`src/hotp_pkg.sv`:
```
package hotp_pkg;

   // Digest bytes kept: offsets 0..15 plus three
   localparam int STORE_DEPTH = 19;
   localparam int ADDR_W      = $clog2(STORE_DEPTH);
   localparam int COUNT_W     = 7;
   localparam logic [COUNT_W-1:0] COUNT_MAX = 7'd127;

   // Digit emission
   localparam int MAX_DIGITS  = 10;
   localparam int DIGIT_IDX_W = $clog2(MAX_DIGITS);
   localparam int NDIG_W      = 4;
   localparam logic [NDIG_W-1:0] DIGIT_COUNT_RESET = 4'd6;

   // Word width after the top bit is masked off
   localparam int WORD_W = 31;
   // Reciprocal of ten: q = (w * RECIP_TEN) >> RECIP_SHIFT is exact for 32-bit w
   localparam logic [31:0] RECIP_TEN   = 32'hCCCC_CCCD;
   localparam int          RECIP_SHIFT = 35;
   localparam int          PROD_W      = WORD_W + 32;

   typedef struct packed {
      logic [7:0] hmac_byte;
      logic       is_last_byte;
   } req_type;

   typedef struct packed {
      logic [3:0] code_digit;
      logic       is_last_digit;
      logic       short_message;
   } rsp_type;

   typedef enum logic [2:0] {
      ST_IDLE,
      ST_READ,
      ST_MUL,
      ST_DIV,
      ST_EMIT
   } state_type;

endpackage

```
`src/hotp_truncate_to_digits.sv`:
```
// Channel  Direction  Payload                                     Handshake
// req      in         hmac_byte, is_last_byte                     req_valid / req_ready
// rsp      out        code_digit, is_last_digit, short_message    rsp_valid / rsp_ready
// csr      in         digit_count (4 bits)                        csr_valid / csr_ready
//
// A byte that is not last is taken without leaving the idle state; bytes may follow back to back.
// A last byte fetches the four chosen bytes through the single read port of the digest
// store, then takes each digit through a multiply and a divide state on the shared
// divide-by-ten multiplier; the digits then go one by one into the output register.
// Reset is synchronous; digit_count returns to 6 and the byte count to zero.
// The next message is taken while the final digit still waits in the output register.
module hotp_truncate_to_digits (
   input  logic                      clock,
   input  logic                      reset,
   input  logic                      req_valid,
   output logic                      req_ready,
   input  hotp_pkg::req_type         req_payload,
   output logic                      rsp_valid,
   input  logic                      rsp_ready,
   output hotp_pkg::rsp_type         rsp_payload,
   input  logic                      csr_valid,
   output logic                      csr_ready,
   input  logic [3:0]                csr_digit_count
);

   // Digest store, read data registered in the cycle after the address
   logic [7:0] store_mem [hotp_pkg::STORE_DEPTH];
   logic [7:0] rd_data_ff;

   hotp_pkg::state_type state_ff, state_in;

   logic [hotp_pkg::COUNT_W-1:0]     count_ff, count_in;
   logic [hotp_pkg::COUNT_W-1:0]     idx_ff, idx_in;
   logic [3:0]                       offset_ff, offset_in;
   logic [hotp_pkg::NDIG_W-1:0]      ndig_ff, ndig_in;
   logic [hotp_pkg::NDIG_W-1:0]      digit_count_ff, digit_count_in;
   logic [2:0]                       rd_cnt_ff, rd_cnt_in;
   logic                             prev_ok_ff, prev_ok_in;
   logic                             short_ff, short_in;
   logic [31:0]                      word_ff, word_in;
   logic [hotp_pkg::WORD_W-1:0]      work_ff, work_in;
   logic [hotp_pkg::PROD_W-1:0]      prod_ff, prod_in;
   logic [3:0]                       dig_ff [hotp_pkg::MAX_DIGITS];
   logic [hotp_pkg::DIGIT_IDX_W-1:0] dcnt_ff, dcnt_in;
   logic [hotp_pkg::DIGIT_IDX_W-1:0] ecnt_ff, ecnt_in;
   logic                             rsp_valid_ff, rsp_valid_in;
   hotp_pkg::rsp_type                rsp_data_ff, rsp_data_in;

   logic                             req_fire;
   logic                             wr_en;
   logic [hotp_pkg::ADDR_W-1:0]      rd_addr;
   logic                             rd_ok;
   logic [hotp_pkg::WORD_W-1:0]      quot;
   logic [hotp_pkg::WORD_W-1:0]      quot_x10;
   logic [hotp_pkg::WORD_W-1:0]      rem_full;
   logic                             dig_wr;
   logic                             out_free;

   assign req_ready   = (state_ff == hotp_pkg::ST_IDLE);
   assign req_fire    = req_valid && req_ready;
   assign csr_ready   = 1'b1;
   assign rsp_valid   = rsp_valid_ff;
   assign rsp_payload = rsp_data_ff;
   assign out_free    = !rsp_valid_ff || rsp_ready;

   // Store a byte while its index is inside the store
   assign wr_en = req_fire &&
                  (count_ff < hotp_pkg::COUNT_W'(hotp_pkg::STORE_DEPTH));

   // Chosen byte position and whether the message reached it
   assign rd_addr = hotp_pkg::ADDR_W'(offset_ff) + hotp_pkg::ADDR_W'(rd_cnt_ff[1:0]);
   assign rd_ok   = hotp_pkg::COUNT_W'(rd_addr) <= idx_ff;

   // Quotient and remainder of the working value by ten
   assign quot     = hotp_pkg::WORD_W'(prod_ff[hotp_pkg::PROD_W-1:hotp_pkg::RECIP_SHIFT]);
   assign quot_x10 = (quot << 3) + (quot << 1);
   assign rem_full = work_ff - quot_x10;

   always_ff @(posedge clock) begin
      if (wr_en) begin
         store_mem[count_ff[hotp_pkg::ADDR_W-1:0]] <= req_payload.hmac_byte;
      end
      rd_data_ff <= store_mem[rd_addr];
   end

   // Next state, counters and datapath
   always_comb begin
      state_in       = state_ff;
      count_in       = count_ff;
      idx_in         = idx_ff;
      offset_in      = offset_ff;
      ndig_in        = ndig_ff;
      digit_count_in = digit_count_ff;
      rd_cnt_in      = rd_cnt_ff;
      prev_ok_in     = prev_ok_ff;
      short_in       = short_ff;
      word_in        = word_ff;
      work_in        = work_ff;
      prod_in        = prod_ff;
      dcnt_in        = dcnt_ff;
      ecnt_in        = ecnt_ff;
      rsp_valid_in   = rsp_valid_ff;
      rsp_data_in    = rsp_data_ff;
      dig_wr         = 1'b0;

      // Drop the output transaction once taken
      if (rsp_valid_ff && rsp_ready) begin
         rsp_valid_in = 1'b0;
      end

      if (csr_valid && csr_ready) begin
         digit_count_in = csr_digit_count;
      end

      case (state_ff)
         hotp_pkg::ST_IDLE: begin
            if (req_fire) begin
               if (req_payload.is_last_byte) begin
                  count_in  = '0;
                  idx_in    = count_ff;
                  offset_in = req_payload.hmac_byte[3:0];
                  if (digit_count_ff == '0) begin
                     ndig_in = hotp_pkg::NDIG_W'(1);
                  end else if (digit_count_ff > hotp_pkg::NDIG_W'(hotp_pkg::MAX_DIGITS)) begin
                     ndig_in = hotp_pkg::NDIG_W'(hotp_pkg::MAX_DIGITS);
                  end else begin
                     ndig_in = digit_count_ff;
                  end
                  rd_cnt_in = '0;
                  short_in  = 1'b0;
                  word_in   = '0;
                  state_in  = hotp_pkg::ST_READ;
               end else if (count_ff != hotp_pkg::COUNT_MAX) begin
                  count_in = count_ff + 1'b1;
               end
            end
         end

         hotp_pkg::ST_READ: begin
            // Shift in the byte read last cycle, zero when missing
            if (rd_cnt_ff != '0) begin
               word_in  = {word_ff[23:0], (prev_ok_ff ? rd_data_ff : 8'h00)};
               short_in = short_ff || !prev_ok_ff;
            end
            prev_ok_in = rd_ok;
            if (rd_cnt_ff == 3'd4) begin
               work_in  = word_in[hotp_pkg::WORD_W-1:0];
               dcnt_in  = '0;
               state_in = hotp_pkg::ST_MUL;
            end else begin
               rd_cnt_in = rd_cnt_ff + 1'b1;
            end
         end

         hotp_pkg::ST_MUL: begin
            prod_in  = hotp_pkg::PROD_W'(work_ff) * hotp_pkg::PROD_W'(hotp_pkg::RECIP_TEN);
            state_in = hotp_pkg::ST_DIV;
         end

         hotp_pkg::ST_DIV: begin
            // Peel off the least significant digit
            dig_wr  = 1'b1;
            work_in = quot;
            if (hotp_pkg::NDIG_W'(dcnt_ff) == ndig_ff - 1'b1) begin
               ecnt_in  = dcnt_ff;
               state_in = hotp_pkg::ST_EMIT;
            end else begin
               dcnt_in  = dcnt_ff + 1'b1;
               state_in = hotp_pkg::ST_MUL;
            end
         end

         hotp_pkg::ST_EMIT: begin
            // Hand out digits most significant first
            if (out_free) begin
               rsp_valid_in              = 1'b1;
               rsp_data_in.code_digit    = dig_ff[ecnt_ff];
               rsp_data_in.is_last_digit = (ecnt_ff == '0);
               rsp_data_in.short_message = short_ff;
               if (ecnt_ff == '0) begin
                  state_in = hotp_pkg::ST_IDLE;
               end else begin
                  ecnt_in = ecnt_ff - 1'b1;
               end
            end
         end

         default: begin
            state_in = hotp_pkg::ST_IDLE;
         end
      endcase
   end

   // Control registers
   always_ff @(posedge clock) begin
      if (reset) begin
         state_ff       <= hotp_pkg::ST_IDLE;
         count_ff       <= '0;
         digit_count_ff <= hotp_pkg::DIGIT_COUNT_RESET;
         rd_cnt_ff      <= '0;
         dcnt_ff        <= '0;
         ecnt_ff        <= '0;
         rsp_valid_ff   <= 1'b0;
      end else begin
         state_ff       <= state_in;
         count_ff       <= count_in;
         digit_count_ff <= digit_count_in;
         rd_cnt_ff      <= rd_cnt_in;
         dcnt_ff        <= dcnt_in;
         ecnt_ff        <= ecnt_in;
         rsp_valid_ff   <= rsp_valid_in;
      end
   end

   // Payload registers
   always_ff @(posedge clock) begin
      idx_ff      <= idx_in;
      offset_ff   <= offset_in;
      ndig_ff     <= ndig_in;
      prev_ok_ff  <= prev_ok_in;
      short_ff    <= short_in;
      word_ff     <= word_in;
      work_ff     <= work_in;
      prod_ff     <= prod_in;
      rsp_data_ff <= rsp_data_in;
      if (dig_wr) begin
         dig_ff[dcnt_ff] <= rem_full[3:0];
      end
   end

   // A finished message leaves the byte count at zero
   assert property (@(posedge clock) disable iff (reset)
      (req_fire && req_payload.is_last_byte) |=> (count_ff == '0))
      else $error("byte count not cleared after last byte");

   // The remainder of a divide by ten is a decimal digit
   assert property (@(posedge clock) disable iff (reset)
      (state_ff == hotp_pkg::ST_DIV) |-> (rem_full < hotp_pkg::WORD_W'(10)))
      else $error("divide by ten remainder out of range");

   // Reads stay inside the digest store
   assert property (@(posedge clock) disable iff (reset)
      (state_ff == hotp_pkg::ST_READ) |->
         (rd_addr < hotp_pkg::ADDR_W'(hotp_pkg::STORE_DEPTH)))
      else $error("digest store read out of range");

   // Emission never starts past the chosen digit count
   assert property (@(posedge clock) disable iff (reset)
      (state_ff == hotp_pkg::ST_EMIT) |-> (hotp_pkg::NDIG_W'(ecnt_ff) < ndig_ff))
      else $error("digit index beyond digit count");

endmodule

```
`config.mk`:
```
export PLATFORM = sky130hd
export DESIGN_NAME = hotp_truncate_to_digits
export DESIGN_NICKNAME = d
export VERILOG_FILES = /design/src/hotp_pkg.sv /design/src/hotp_truncate_to_digits.sv
export SDC_FILE = /design/constraint.sdc
export NUM_CORES = 1
export LEC_CHECK = 0
export ABC_CLOCK_PERIOD_IN_PS = 6300
export BUFFER_PORTS_ARGS = -buffer_cell sky130_fd_sc_hd__clkbuf_2
export CAP_MARGIN = 20
export CORE_MARGIN = 2
export CORE_UTILIZATION = 44
export DETAILED_ROUTE_END_ITERATION = 16
export PLACE_DENSITY = 0.65
export SETUP_SLACK_MARGIN = 0.3
export SYNTH_ARGS = -nofsm -noshare
export SYNTH_HDL_FRONTEND = slang
export SYNTH_SLANG_ARGS = --single-unit
export TNS_END_PERCENT = 50
```
`constraint.sdc`:
```
create_clock -name clock -period 6.3 [get_ports clock]
set_input_delay 0.945 -clock clock [delete_from_list [all_inputs] [get_ports clock]]
set_output_delay 0.945 -clock clock [all_outputs]
set_load 0.02 [all_outputs]
```
# Word-level counts from Yosys, hierarchy flattened
# Memories as Yosys holds them, arrays and structs flattened. A register that Yosys moved wholly into a read port is not among the register bits.
# Cells that the tools add are included.
[word_totals]
register_bits = 170
ramBits = 192
in_bits = 18
out_inout_bits = 9
elab_cells = 115
n_memories = 2
[mem_list]
columns = ["name", "words", "word_bits", "read_ports", "rd_clocked_by_memory_dff", "wr", "line_no", "rtl"]
rows = [
  ["store_mem", 19, 8, 1, 1, 1, "hotp_truncate_to_digits.sv:27", "logic [7:0] store_mem [hotp_pkg::STORE_DEPTH];"],
  ["dig_ff", 10, 4, 1, 1, 1, "hotp_truncate_to_digits.sv:43", "logic [3:0] dig_ff [hotp_pkg::MAX_DIGITS];"],
]
[classes]
add_sub_neg = 8
multipliers = 1
n_lt_le_gt_ge = 3
eq_ne = 17
n_mux = 40
n_reduce_logical = 26
[op_table]
columns = ["cell", "count"]
rows = [
  ["two-way mux 31 bit", 4],
  ["one-hot mux 31 bit (2 select lines)", 2],
  ["multiplier 31 x 32 -> 63 bit, second input constant", 1],
  ["two-way mux 3 bit", 9],
  ["two-way mux 4 bit", 6],
  ["!= test 2 bit, second input constant", 8],
  ["one-hot mux 4 bit (2 select lines)", 2],
  ["one-hot mux 3 bit (5 select lines)", 1],
  ["two-way mux 7 bit", 2],
  ["AND reduction 3 bit", 4],
  ["AND reduction 4 bit", 3],
  ["two-way mux 1 bit", 11],
  ["logical NOT 4 bit", 2],
  ["two-way mux 8 bit", 1],
  ["nonzero test 2 bit", 4],
  ["subtractor 4 x 1 -> 4 bit, second input constant", 2],
  ["adder 7 x 1 -> 7 bit, second input constant", 1],
  ["<= comparator 5 x 7 -> 1 bit", 1],
  ["< comparator 7 x 5 -> 1 bit, second input constant", 1],
  ["!= test 7 bit, second input constant", 1],
  ["== test 3 x 2 -> 1 bit, second input constant", 2],
  ["== test 3 bit, second input constant", 2],
  ["one-hot mux 3 bit (2 select lines)", 1],
  ["adder 4 x 2 -> 5 bit", 1],
  ["17 further kinds", 23],
]

# Depth between registers and ports, before layout
# Gate-level depths: netlist (run 1).
[logic_depth]
ltp_word = 5
mapped_depth = 28

# Worst setup path after synthesis (run 1)
# No wires, ideal clock.
[synth_timing]
path_type = "flip-flop to flip-flop"
start = "reg work_ff[4] (netlist bit)"
end = "reg prod_ff[55] (netlist bit) (data pin)"
setup_time_ns = 0.262
t_arrival_ns = 6.724
t_required_ns = 6.038
slack_ns = -0.686
stages_incl_launch_ff = 23
n_path_buf = 0
synth_period_minus_slack_ns = 6.986
path_cell_list = "edfxtp_1 ha_1 fa_1 fa_1 inv_1 fa_1 inv_1 fa_1 inv_1 fa_1 inv_1 fa_1 fa_1 ha_1 a21o_1 a311o_1 a41o_1 a222oi_1 a31oi_1 a211o_1 a31oi_4 o21ai_1 xor2_1"
[synth_via]
elab_chain_len = 1
[synth_lines]
columns = ["element", "line_no", "rtl"]
rows = [
  ["start, declared", "hotp_truncate_to_digits.sv:41", "logic [hotp_pkg::WORD_W-1:0] work_ff, work_in;"],
  ["start signal, assigned", "hotp_truncate_to_digits.sv:223", "work_ff <= work_in;"],
  ["multiplier 31 x 32 -> 63 bit", "hotp_truncate_to_digits.sv:156", "prod_in = hotp_pkg::PROD_W'(work_ff) * hotp_pkg::PROD_W'(hotp_pkg::RECIP_TEN);"],
  ["end signal, assigned", "hotp_truncate_to_digits.sv:224", "prod_ff <= prod_in;"],
  ["end, declared", "hotp_truncate_to_digits.sv:42", "logic [hotp_pkg::PROD_W-1:0] prod_ff, prod_in;"],
]
# No other way between the ends.
# A chain may end at the register's enable or synchronous reset.

# Final worst setup path (run 1)
[layout_timing]
start = "reg work_ff[6] (netlist bit)"
end = "reg prod_ff[51] (netlist bit) (data pin)"
# Same word-level chain as after synthesis.

==> impl_metrics.env, run 1 <==
export IMPL_status="finished with violations"
export IMPL_violations="setup timing"
export IMPL_drt_initial_drc_count=941
export IMPL_drt_pre_antenna_iters=7
export IMPL_area_delta_synth_final_pct=20.9
export IMPL_ys_warn_count=0
export IMPL_routed_via_count=16900
export IMPL_die_x_um=246
export IMPL_cts_buffers=34
export IMPL_grt_setup_unrepaired="yes"
export IMPL_vdd_ir_drop_max_mv=0.317
export IMPL_power_internal_mw=6.19
export IMPL_synth_largest_area_cell="edfxtp_1"
export IMPL_grt_overflow=0
export IMPL_finalWorstSetupSlack_ns=-0.799
export IMPL_portBuffers=25
export IMPL_period_share_pct=113
export IMPL_switching_share_pct=36.2
export IMPL_cp_start_kind="register"
export IMPL_die_area_sq_um=60300
export IMPL_drtAntennaViolNets=0
export IMPL_ys_seq_elements=339
export IMPL_grt_total_usage_pct=21.5
export IMPL_num_fill_cells=4881
export IMPL_leakagePower_nw=14.1
export IMPL_synthesis_area_sq_um=25700
export IMPL_yosysSeqAreaShare_pct=38.3
export IMPL_ioPinCount=27
export IMPL_synth_common_cells="inv_1 (358), ha_1 (324), edfxtp_1 (305)"
export IMPL_cts_tree="yes"
export IMPL_p_total_mw=9.70
export IMPL_path_max_fanout=3
export IMPL_grt_pass1_vias=18200
export IMPL_arrival_ns=7.37
export IMPL_routedWlPerCell_um=19.3
export IMPL_wirelength_um=62900
export IMPL_rows=88
export IMPL_synth_ff_type="edfxtp_1"
export IMPL_powerDensity_nw_per_um2=312
export IMPL_synth_compound_area_share_pct=7.13
export IMPL_cts_hold_buf=0
export IMPL_synth_edf_count=305
export IMPL_finalSetupViolations=28
export IMPL_rrSetupSlack_ns=-0.80
export IMPL_routabilityCongestion=0.952
export IMPL_die_h_um=246
export IMPL_p_sw_mw=3.51
export IMPL_yosys_area_share_simple_pct=6.52
export IMPL_antenna_found_initial=0
export IMPL_yosys_cell_count_top_type="inv_1"
export IMPL_skew_ns=0.0176
export IMPL_start_util_pct=44.5
export IMPL_ctsRootBufferMaster="clkbuf_16"
export IMPL_synth_adder_area_share_pct=33.6
export IMPL_worstSetupPathType="register to register"
export IMPL_viasPerCell=5.18
export IMPL_ys_top_cells_by_area="edfxtp_1 (36%), fa_1 (18%), ha_1 (16%)"
export IMPL_drc_errors=0
export IMPL_slew_viol_final=0
export IMPL_synth_xor_area_share_pct=2.63
export IMPL_drv_cap=0
export IMPL_synthMuxAreaShare_pct=5.69
export IMPL_tightest_slew_ns=1.09
export IMPL_clkPwrFrac_pct=21.7
export IMPL_slew_headroom_pct=27.1
export IMPL_antenna_cells=0
export IMPL_h_tree_depth=2
export IMPL_required_ns=6.58
export IMPL_asyncSetResetFlopFracSynth_pct=0
export IMPL_grt_pass1_wl_um=100000
export IMPL_pwr_share_seq_pct=27.3
export IMPL_clock_path_buffers=3
export IMPL_synth_top_area_share_pct=35.7
export IMPL_fmax_mhz=141
export IMPL_clk_pin_slew_ns=0.07
export IMPL_clkLatencyLatePin_ns=0.53
export IMPL_synthDistinctLibCells=60
export IMPL_end_kind="register"
export IMPL_synth_avg_cell_area_sq_um=12.1
export IMPL_place_area_sq_um=29200
export IMPL_pwr_share_comb_pct=51.0
export IMPL_core_sq_um=57700
export IMPL_synthCells=2116
export IMPL_syn_nets=2687
export IMPL_fin_area_sq_um=31000
export IMPL_num_nets_final=3038
export IMPL_cts_sink_count=339
export IMPL_drive_gt1_share_pct=23.9
export IMPL_hold_viol=0
export IMPL_post_route_min_period_ns=7.10
export IMPL_hp_class="register to register"
export IMPL_grt_max_degree=61
export IMPL_hpwl_um=51000
export IMPL_synth_top_family_by_area="adder cells"
layer usage:
layer  share of wire (%)  up-vias  wire length [um]  global-route usage (%)
li1                    -     8028                 -                       -
met1                  44     8413             27400                    28.3
met2                  49      345             31100                    37.4
met3                 3.4       96              2120                    1.71
met4                 3.6        0              2240                    7.31
met5                   0        -                 0                       0
cells in the final DEF (no fill, tap or decap), types with 11 or more instances in the layout:
master     netlist  routed
a21o_1          49      49
a21oi_1        126     115
and2_1          14      13
and3_1          23      22
buf_4            1     336
clkbuf_16        0      36
clkbuf_2         0      25
dfxtp_1         34      34
edfxtp_1       305     305
fa_1           229     217
fa_2             0      12
ha_1           324     308
ha_4             0      13
inv_1          358     344
inv_2            0      12
mux2i_1         38      38
mux4_2          48      48
nand2_1         63      62
nand2b_1        12      11
nand3_1         17      17
nand4_1         17      17
nor2_1         143     138
nor2b_1         17      16
nor3_1          14      11
o21ai_0         45      33
xnor2_1         46      38
xor2_1          31      28
final timing paths:
check             startpoint              to  cells after the start
setup reg to reg  work_ff[6]     prod_ff[51]                     26
setup / recovery  work_ff[6]     prod_ff[51]                     26
hold / removal      short_ff  rsp_payload[0]                      0
hold reg to reg     short_ff  rsp_payload[0]                      0
flip-flops by register name (all words and copies together) (netlist names), 6 cells and up:
register,cells
dig_ff,40
rd_data_ff,8
prod_ff,28
work_ff,31
count_ff,7
word_ff,31
rsp_payload,6
store_mem,152
idx_ff,7
power by group through the flow:
| stage | sequential [mW] | combinational (mW) | clock (mW) |
|---|---|---|---|
| finish | 2.65 | 4.94 | 2.10 |
| global route | 2.66 | 5.40 | 2.23 |
| CTS | 2.65 | 4.60 | 2.15 |
| detailed placement | 2.70 | 4.32 | 0 |
| global placement | 2.70 | 4.27 | 0 |
| floorplan | 2.68 | 2.56 | 0 |
critical path: stages (launching register included):
cell      delay (ns)
edfxtp_1        0.44
ha_4            0.31
inv_4           0.04
fa_2            0.57
inv_2           0.04
fa_2            0.52
inv_2           0.04
fa_2            0.61
inv_4           0.08
fa_1            0.50
inv_2           0.04
fa_1            0.48
fa_1            0.50
inv_2           0.04
fa_1            0.51
inv_2           0.05
ha_4            0.28
nand4_1         0.10
or4_4           0.55
nor3_2          0.13
a222oi_1        0.11
buf_4           0.17
a31oi_4         0.18
a211o_1         0.20
a31oi_4         0.11
buf_6           0.13
xnor2_2         0.11
area by class of cell:
class	count	area, sq um	share of cell area (%)
clock buffers	47	1000	3.23
repair buffers	370	2750	8.85
flip-flops and latches	339	9840	31.7
inverters	358	1350	4.34
clock inverters	15	175	0.564
well taps	765	957	3.08
multi-input cells	1364	15000	48.2
stage by stage:
stage | hold slack (ns) | instances | util (%) | worst slack (ns) | setup TNS, ns
floorplan | 0.406 | 2116 | - | -0.391 | -1.69
global placement | 0.470 | 3177 | 50.6 | -0.834 | -17.47
detailed placement | 0.494 | 3177 | 50.6 | -0.972 | -19.22
CTS | 0.513 | 3244 | 53.2 | -0.819 | -16.61
global route | 0.509 | 3258 | 53.8 | -1.02 | -22.98
finish | 0.503 | 3258 | 53.8 | -0.799 | -16.73
what timing repair did:
action | in CTS | in global routing
pin swaps | 11 | 18
setup buffers | 5 | 14
endpoints found under the setup margin | 28 | 28
cloned | 0 | 0
resized for setup | 46 | 54
kinds of logic (layout without fill, tap and decap cells):
kind of cell / Yosys count / count (layout)
simple gates: 350 / 350
fa+ha+maj: 553 / 553
flops: 339 / 339
other cells: 1 / 1
buf+inv: 413 / 790
mux: 86 / 86
xor+xnor: 77 / 77
compound gates: 297 / 297
Note: power is estimated with default switching activity, not from simulation.
==> run 2: changes to the inputs <==
Settings changed: HOLD_SLACK_MARGIN set to 0.05, SKIP_LAST_GASP set to 1.
==> run 2 against run 1 <==
The flow still finishes with violations (setup timing). Total power decreased by 2.9%. Clock-buffer cell count unchanged. Final cell count about the same. Critical path depth unchanged. Die area unchanged. Utilization decreased by 0.41 points. Via count increased by 0.28%. Worst setup slack improved by 0.0019 ns. Register-to-register slack about the same. Critical path type unchanged. Largest cell class unchanged. Largest power group unchanged.
==> impl_metrics.env, run 2 (synthesis gave the netlist of run 1 again) <==
export IMPL_cts_tree="yes"
export IMPL_core_sq_um=57700
export IMPL_crit_end="prod_ff[51]"
export IMPL_worstSetupStartpoint="work_ff[6]"
export IMPL_worstSetupPathType="register to register"
export IMPL_portBuffers=25
export IMPL_period_share_pct=113
export IMPL_antenna_found_initial=0
export IMPL_fmax_mhz=141
export IMPL_cts_hold_buf=0
export IMPL_routabilityCongestion=0.952
export IMPL_num_nets_final=3035
export IMPL_rrSetupSlack_ns=-0.80
export IMPL_p_sw_mw=3.38
export IMPL_stdcell_count=3255
export IMPL_arrival_ns=7.38
export IMPL_grt_max_degree=61
export IMPL_fin_area_sq_um=30800
export IMPL_r2r_start="work_ff[6]"
export IMPL_slew_headroom_pct=28.0
export IMPL_reg2reg_depth=26
export IMPL_r2r_end="prod_ff[51]"
export IMPL_required_ns=6.58
export IMPL_skew_ns=0.0160
export IMPL_finalWorstSetupSlack_ns=-0.797
export IMPL_final_common_cell="inv_1"
export IMPL_clock_path_buffers=3
export IMPL_largest_reg_flops=152
export IMPL_status="finished with violations"
export IMPL_rows=88
export IMPL_routed_via_count=16900
export IMPL_clkPwrFrac_pct=22.4
export IMPL_start_util_pct=44.5
export IMPL_final_setup_tns_ns=-17.57
export IMPL_hold_viol=0
export IMPL_post_route_min_period_ns=7.10
export IMPL_dpl_cell_count=3177
export IMPL_antenna_cells=0
export IMPL_violations="setup timing"
export IMPL_cts_sink_count=339
export IMPL_drtAntennaViolNets=0
export IMPL_drt_initial_drc_count=1011
export IMPL_cts_buffers=34
export IMPL_slew_viol_final=0
export IMPL_drt_pre_antenna_iters=7
export IMPL_die_x_um=246
export IMPL_clkLatencyLatePin_ns=0.53
export IMPL_viasPerCell=5.20
export IMPL_hp_class="register to register"
export IMPL_routedWlPerCell_um=19.2
export IMPL_grt_pass1_vias=18200
export IMPL_ioPinCount=27
export IMPL_vdd_ir_drop_max_mv=0.275
export IMPL_wirelength_um=62700
export IMPL_hpwl_um=51000
export IMPL_drive_gt1_share_pct=22.9
export IMPL_grt_overflow=0
export IMPL_pwr_share_seq_pct=28.2
export IMPL_tightest_slew_ns=1.08
export IMPL_area_delta_synth_final_pct=20.0
export IMPL_pwr_share_comb_pct=49.5
export IMPL_die_area_sq_um=60300
export IMPL_drc_errors=0
export IMPL_power_internal_mw=6.03
export IMPL_powerDensity_nw_per_um2=306
export IMPL_switching_share_pct=35.9
export IMPL_end_kind="register"
export IMPL_finalSetupViolations=28
export IMPL_path_max_fanout=3
export IMPL_h_tree_depth=2
export IMPL_hold_path_cell_count=0
export IMPL_cp_start_kind="register"
export IMPL_drv_cap=0
export IMPL_grt_total_usage_pct=21.4
export IMPL_place_area_sq_um=29200
export IMPL_p_total_mw=9.42
export IMPL_leakagePower_nw=14.0
export IMPL_clk_pin_slew_ns=0.07
export IMPL_final_cell_mix="inv_1 (346), buf_4 (339), ha_1 (310)"
export IMPL_grt_setup_unrepaired="yes"
export IMPL_die_h_um=246
export IMPL_ctsRootBufferMaster="clkbuf_16"
export IMPL_grt_pass1_wl_um=100000
-- run 2: layout make-up --
cell class / count / area (sq um)
fill: 4914 / 26900
multi-input combinational: 1364 / 14800
sequential: 339 / 9840
timing repair buffer: 367 / 2700
inverter: 358 / 1350
clock buffer: 47 / 1000
tap: 765 / 957
clock inverter: 15 / 175
-- run 2: timing repair --
action / in CTS / in global routing
resized for setup: 29 / 32
setup endpoints to repair: 28 / 28
setup buffers: 5 / 11
gates cloned: 0 / 0
pin swaps: 10 / 13
-- run 2: power by group through the flow --
stage	Combinational [mW]	Sequential (mW)	Clock, mW
6_report	4.66	2.65	2.11
4_1_cts	4.47	2.65	2.15
3_3_place_gp	4.27	2.70	0
5_1_grt	5.09	2.66	2.23
2_1_floorplan	2.56	2.68	0
3_5_place_dp	4.32	2.70	0
-- run 2: per-layer routing --
metal / share of wire, % / global-route usage, % / routed length, um
met1: 44 / 28.2 / 27400
met2: 50 / 37.5 / 31200
met4: 3.2 / 6.95 / 2010
met5: 0 / 0 / 0
met3: 3.3 / 1.82 / 2060
-- run 2: metrics by stage --
| stage | util, % | hold slack [ns] | setup WS (ns) |
|---|---|---|---|
| 2_1_floorplan | - | 0.406 | -0.391 |
| 3_3_place_gp | 50.6 | 0.470 | -0.834 |
| 3_5_place_dp | 50.6 | 0.494 | -0.972 |
| 4_1_cts | 53.0 | 0.513 | -0.833 |
| 5_1_grt | 53.4 | 0.509 | -1.02 |
| 6_report | 53.4 | 0.508 | -0.797 |
-- run 2: worst min-delay path by stage --
stage	start	end
2_1_floorplan	count_ff[2]	idx_ff[2]
3_3_place_gp	count_ff[6]	idx_ff[6]
3_5_place_dp	digit_count_ff[3]	ndig_ff[3]
4_1_cts	store_mem[18][6]	rd_data_ff[6]
5_1_grt	short_ff	rsp_payload[0]
6_report	short_ff	rsp_payload[0]
-- run 2: critical path, stage by stage, from the launching register on --
cell and delay (ns):
edfxtp_1 0.44, ha_4 0.31, inv_4 0.04, fa_2 0.57
inv_2 0.04, fa_2 0.52, inv_2 0.04, fa_2 0.61
inv_4 0.08, fa_1 0.48, inv_1 0.05, fa_1 0.48
fa_1 0.49, inv_1 0.05, fa_1 0.52, inv_2 0.05
ha_4 0.27, nand4_1 0.10, or4_4 0.55, nor3_2 0.13
a222oi_1 0.11, buf_4 0.17, a31oi_4 0.18, a211o_1 0.20
a31oi_4 0.10, buf_4 0.15, xnor2_2 0.12
==> run 3: changes to the inputs <==
Settings changed: ABC_AREA set to 1, GPL_TIMING_DRIVEN set to 0.
==> run 3 against run 2 <==
The run still ends with setup timing left. Final cell count grew 23%. Critical endpoint is now prod_ff[57]. First-iteration DRC count grew 71%. Sequential cell count is the same. Global-route usage grew 1.3 points. Maximum frequency grew 7.9%. Clock skew grew 0.0033 ns. Critical path depth shrank 1. Worst hold slack lost 0.015 ns. Worst setup slack gained 0.52 ns. Routed wire length grew 17%.
==> impl_metrics.env, run 3 <==
export IMPL_status="finished with violations"
export IMPL_violations="setup timing"
export IMPL_seq_area_sq_um=9840
export IMPL_ctsRootBufferMaster="clkbuf_16"
export IMPL_synthesis_area_sq_um=27800
export IMPL_num_fill_cells=5865
export IMPL_synth_ff_type="edfxtp_1"
export IMPL_cts_tree="yes"
export IMPL_hp_class="register to register"
export IMPL_hold_path_cell_count=2
export IMPL_antenna_found_initial=0
export IMPL_ys_top_cells_by_area="edfxtp_1 (33%), fa_1 (16%), ha_1 (15%)"
export IMPL_yosys_area_share_simple_pct=14.8
export IMPL_area_delta_synth_final_pct=12.0
export IMPL_multi_input_area_sq_um=16200
export IMPL_routedWlPerCell_um=18.4
export IMPL_synth_adder_area_share_pct=31.0
export IMPL_grt_max_degree=36
export IMPL_clk_pin_slew_ns=0.07
export IMPL_cpMaxStageDelayCell="fa_2"
export IMPL_post_route_min_period_ns=6.57
export IMPL_tightest_slew_ns=1.10
export IMPL_largest_reg_flops=152
export IMPL_hold_viol=0
export IMPL_yosysSeqAreaShare_pct=35.4
export IMPL_synth_largest_area_cell="edfxtp_1"
export IMPL_cp_start_kind="register"
export IMPL_hp_start="digit_count_ff[2]"
export IMPL_die_area_sq_um=65300
export IMPL_final_common_cell="inv_1"
export IMPL_routabilityCongestion=0.975
export IMPL_path_max_fanout=4
export IMPL_synth_edf_count=305
export IMPL_worst_hold_path_endpoint="digit_count_ff[2]"
export IMPL_finalSetupViolations=28
export IMPL_end_kind="register"
export IMPL_drt_pre_antenna_iters=6
export IMPL_start_util_pct=44.3
export IMPL_reg2reg_depth=25
export IMPL_cts_buffers=30
export IMPL_worstSetupPathType="register to register"
export IMPL_cts_hold_buf=0
export IMPL_slew_headroom_pct=26.5
export IMPL_finalWorstSetupSlack_ns=-0.275
export IMPL_grt_total_usage_pct=22.8
export IMPL_syn_nets=3599
export IMPL_synthDistinctLibCells=51
export IMPL_viasPerCell=5.13
export IMPL_r2r_start="work_ff[5]"
export IMPL_asyncSetResetFlopFracSynth_pct=0
export IMPL_rows=92
export IMPL_period_share_pct=104
export IMPL_arrival_ns=6.87
export IMPL_r2r_end="prod_ff[57]"
export IMPL_max_stage_delay_ns=0.59
export IMPL_synthMuxAreaShare_pct=0.324
export IMPL_routed_via_count=20500
export IMPL_h_tree_depth=1
export IMPL_synth_top_family_by_area="adder cells"
export IMPL_core_sq_um=62900
export IMPL_ys_warn_count=0
export IMPL_num_nets_final=3707
export IMPL_ys_seq_elements=339
export IMPL_synth_top_area_share_pct=32.9
export IMPL_grt_pass1_vias=20700
export IMPL_synth_avg_cell_area_sq_um=9.19
export IMPL_clock_path_buffers=3
export IMPL_synth_xor_area_share_pct=1.45
export IMPL_hpwl_um=59500
export IMPL_final_cell_mix="inv_1 (590), nand2_1 (498), edfxtp_1 (305)"
export IMPL_skew_ns=0.0193
export IMPL_drtAntennaViolNets=0
export IMPL_crit_top_cell="fa_1"
export IMPL_wirelength_um=73500
export IMPL_place_area_sq_um=29100
export IMPL_drt_initial_drc_count=1726
export IMPL_grt_pass1_wl_um=116000
export IMPL_portBuffers=24
export IMPL_synth_common_cells="inv_1 (616), nand2_1 (544), ha_1 (324)"
export IMPL_required_ns=6.60
export IMPL_grt_setup_unrepaired="yes"
export IMPL_rrSetupSlack_ns=-0.27
export IMPL_grt_overflow=0
export IMPL_ioPinCount=27
export IMPL_clkLatencyLatePin_ns=0.58
export IMPL_drv_cap=0
export IMPL_drc_errors=0
export IMPL_fmax_mhz=152
export IMPL_slew_viol_final=0
export IMPL_synthCells=3028
export IMPL_fin_area_sq_um=31200
export IMPL_drive_gt1_share_pct=11.3
export IMPL_synth_compound_area_share_pct=7.63
export IMPL_yosys_cell_count_top_type="inv_1"
export IMPL_die_x_um=256
export IMPL_die_h_um=256
export IMPL_cts_sink_count=339
-- run 3: changes by cell type after synthesis, moves of 27 or more --
cell,before,now
nand2_1,63,544
inv_1,358,616
nor2_1,143,311
o21ai_0,45,187
nand3_1,17,109
mux4_2,48,0
a21o_1,49,5
mux2i_1,38,9
xnor2_1,46,19
-- run 3: final cells by class --
class                   instances  share of cell area (%)
diodes                          1                 0.00803
plain buffers                  57                   0.839
clock buffers                  41                    2.54
clock inverters                12                   0.209
inverters                     623                    7.54
multi-input cells            2009                    52.1
flip-flops and latches        339                    31.6
well taps                     846                    3.40
repair buffers                 76                    1.83
-- run 3: logic make-up after synthesis --
family	after synthesis
AND/OR/NAND/NOR	1025
flip-flops	339
AO/OA/AOI/OAI	378
XOR/XNOR	43
other	1
multiplexers	9
adder cells (fa/ha/maj)	553
buffers and inverters	680
-- run 3: worst max-delay path by stage --
stage / startpoint / end / depth (start not counted)
global placement: work_ff[4] / prod_ff[62] / 24
global route: work_ff[5] / prod_ff[58] / 27
detailed placement: work_ff[4] / prod_ff[62] / 24
CTS: work_ff[6] / prod_ff[62] / 25
finish: work_ff[5] / prod_ff[57] / 25
floorplan: work_ff[4] / prod_ff[61] / 24
-- run 3: per-layer routing --
metal	GRT usage [%]	share of wire (%)
met1	32.0	44
met3	2.15	5.3
met5	0	0
met4	8.11	4.6
met2	36.9	46
-- run 3: repair_timing --
action / CTS / global route
endpoints found under the setup margin: 28 / 28
buffers inserted: 37 / 11
resized for setup: 144 / 87
pin swaps: 56 / 43
-- run 3: through the flow --
stage          std cells  hold WS, ns  utilization, %  setup TNS (ns)  worst slack (ns)
2_1_floorplan       3028        0.426               -               0             0.296
5_1_grt             4003        0.503            49.6          -10.15            -0.424
4_1_cts             3991        0.495            48.9           -5.42            -0.270
3_5_place_dp        3901        0.486            46.3          -18.35            -0.973
3_3_place_gp        3898        0.471            46.2          -18.07            -0.928
6_report            4004        0.493            49.6           -5.58            -0.275
-- run 3: worst max-delay path, delay by kind of cell (launching register included) --
family                   cells  cell delay (ns)
buffers and inverters        6             0.37
flip-flops                   1             0.54
adder cells (fa/ha/maj)      9             4.22
AO/OA/AOI/OAI                1             0.22
AND/OR/NAND/NOR              9             0.94
Power of run 3 is not shown: default switching activity piles up to over one toggle a cycle in this logic, so the estimate is an artifact.
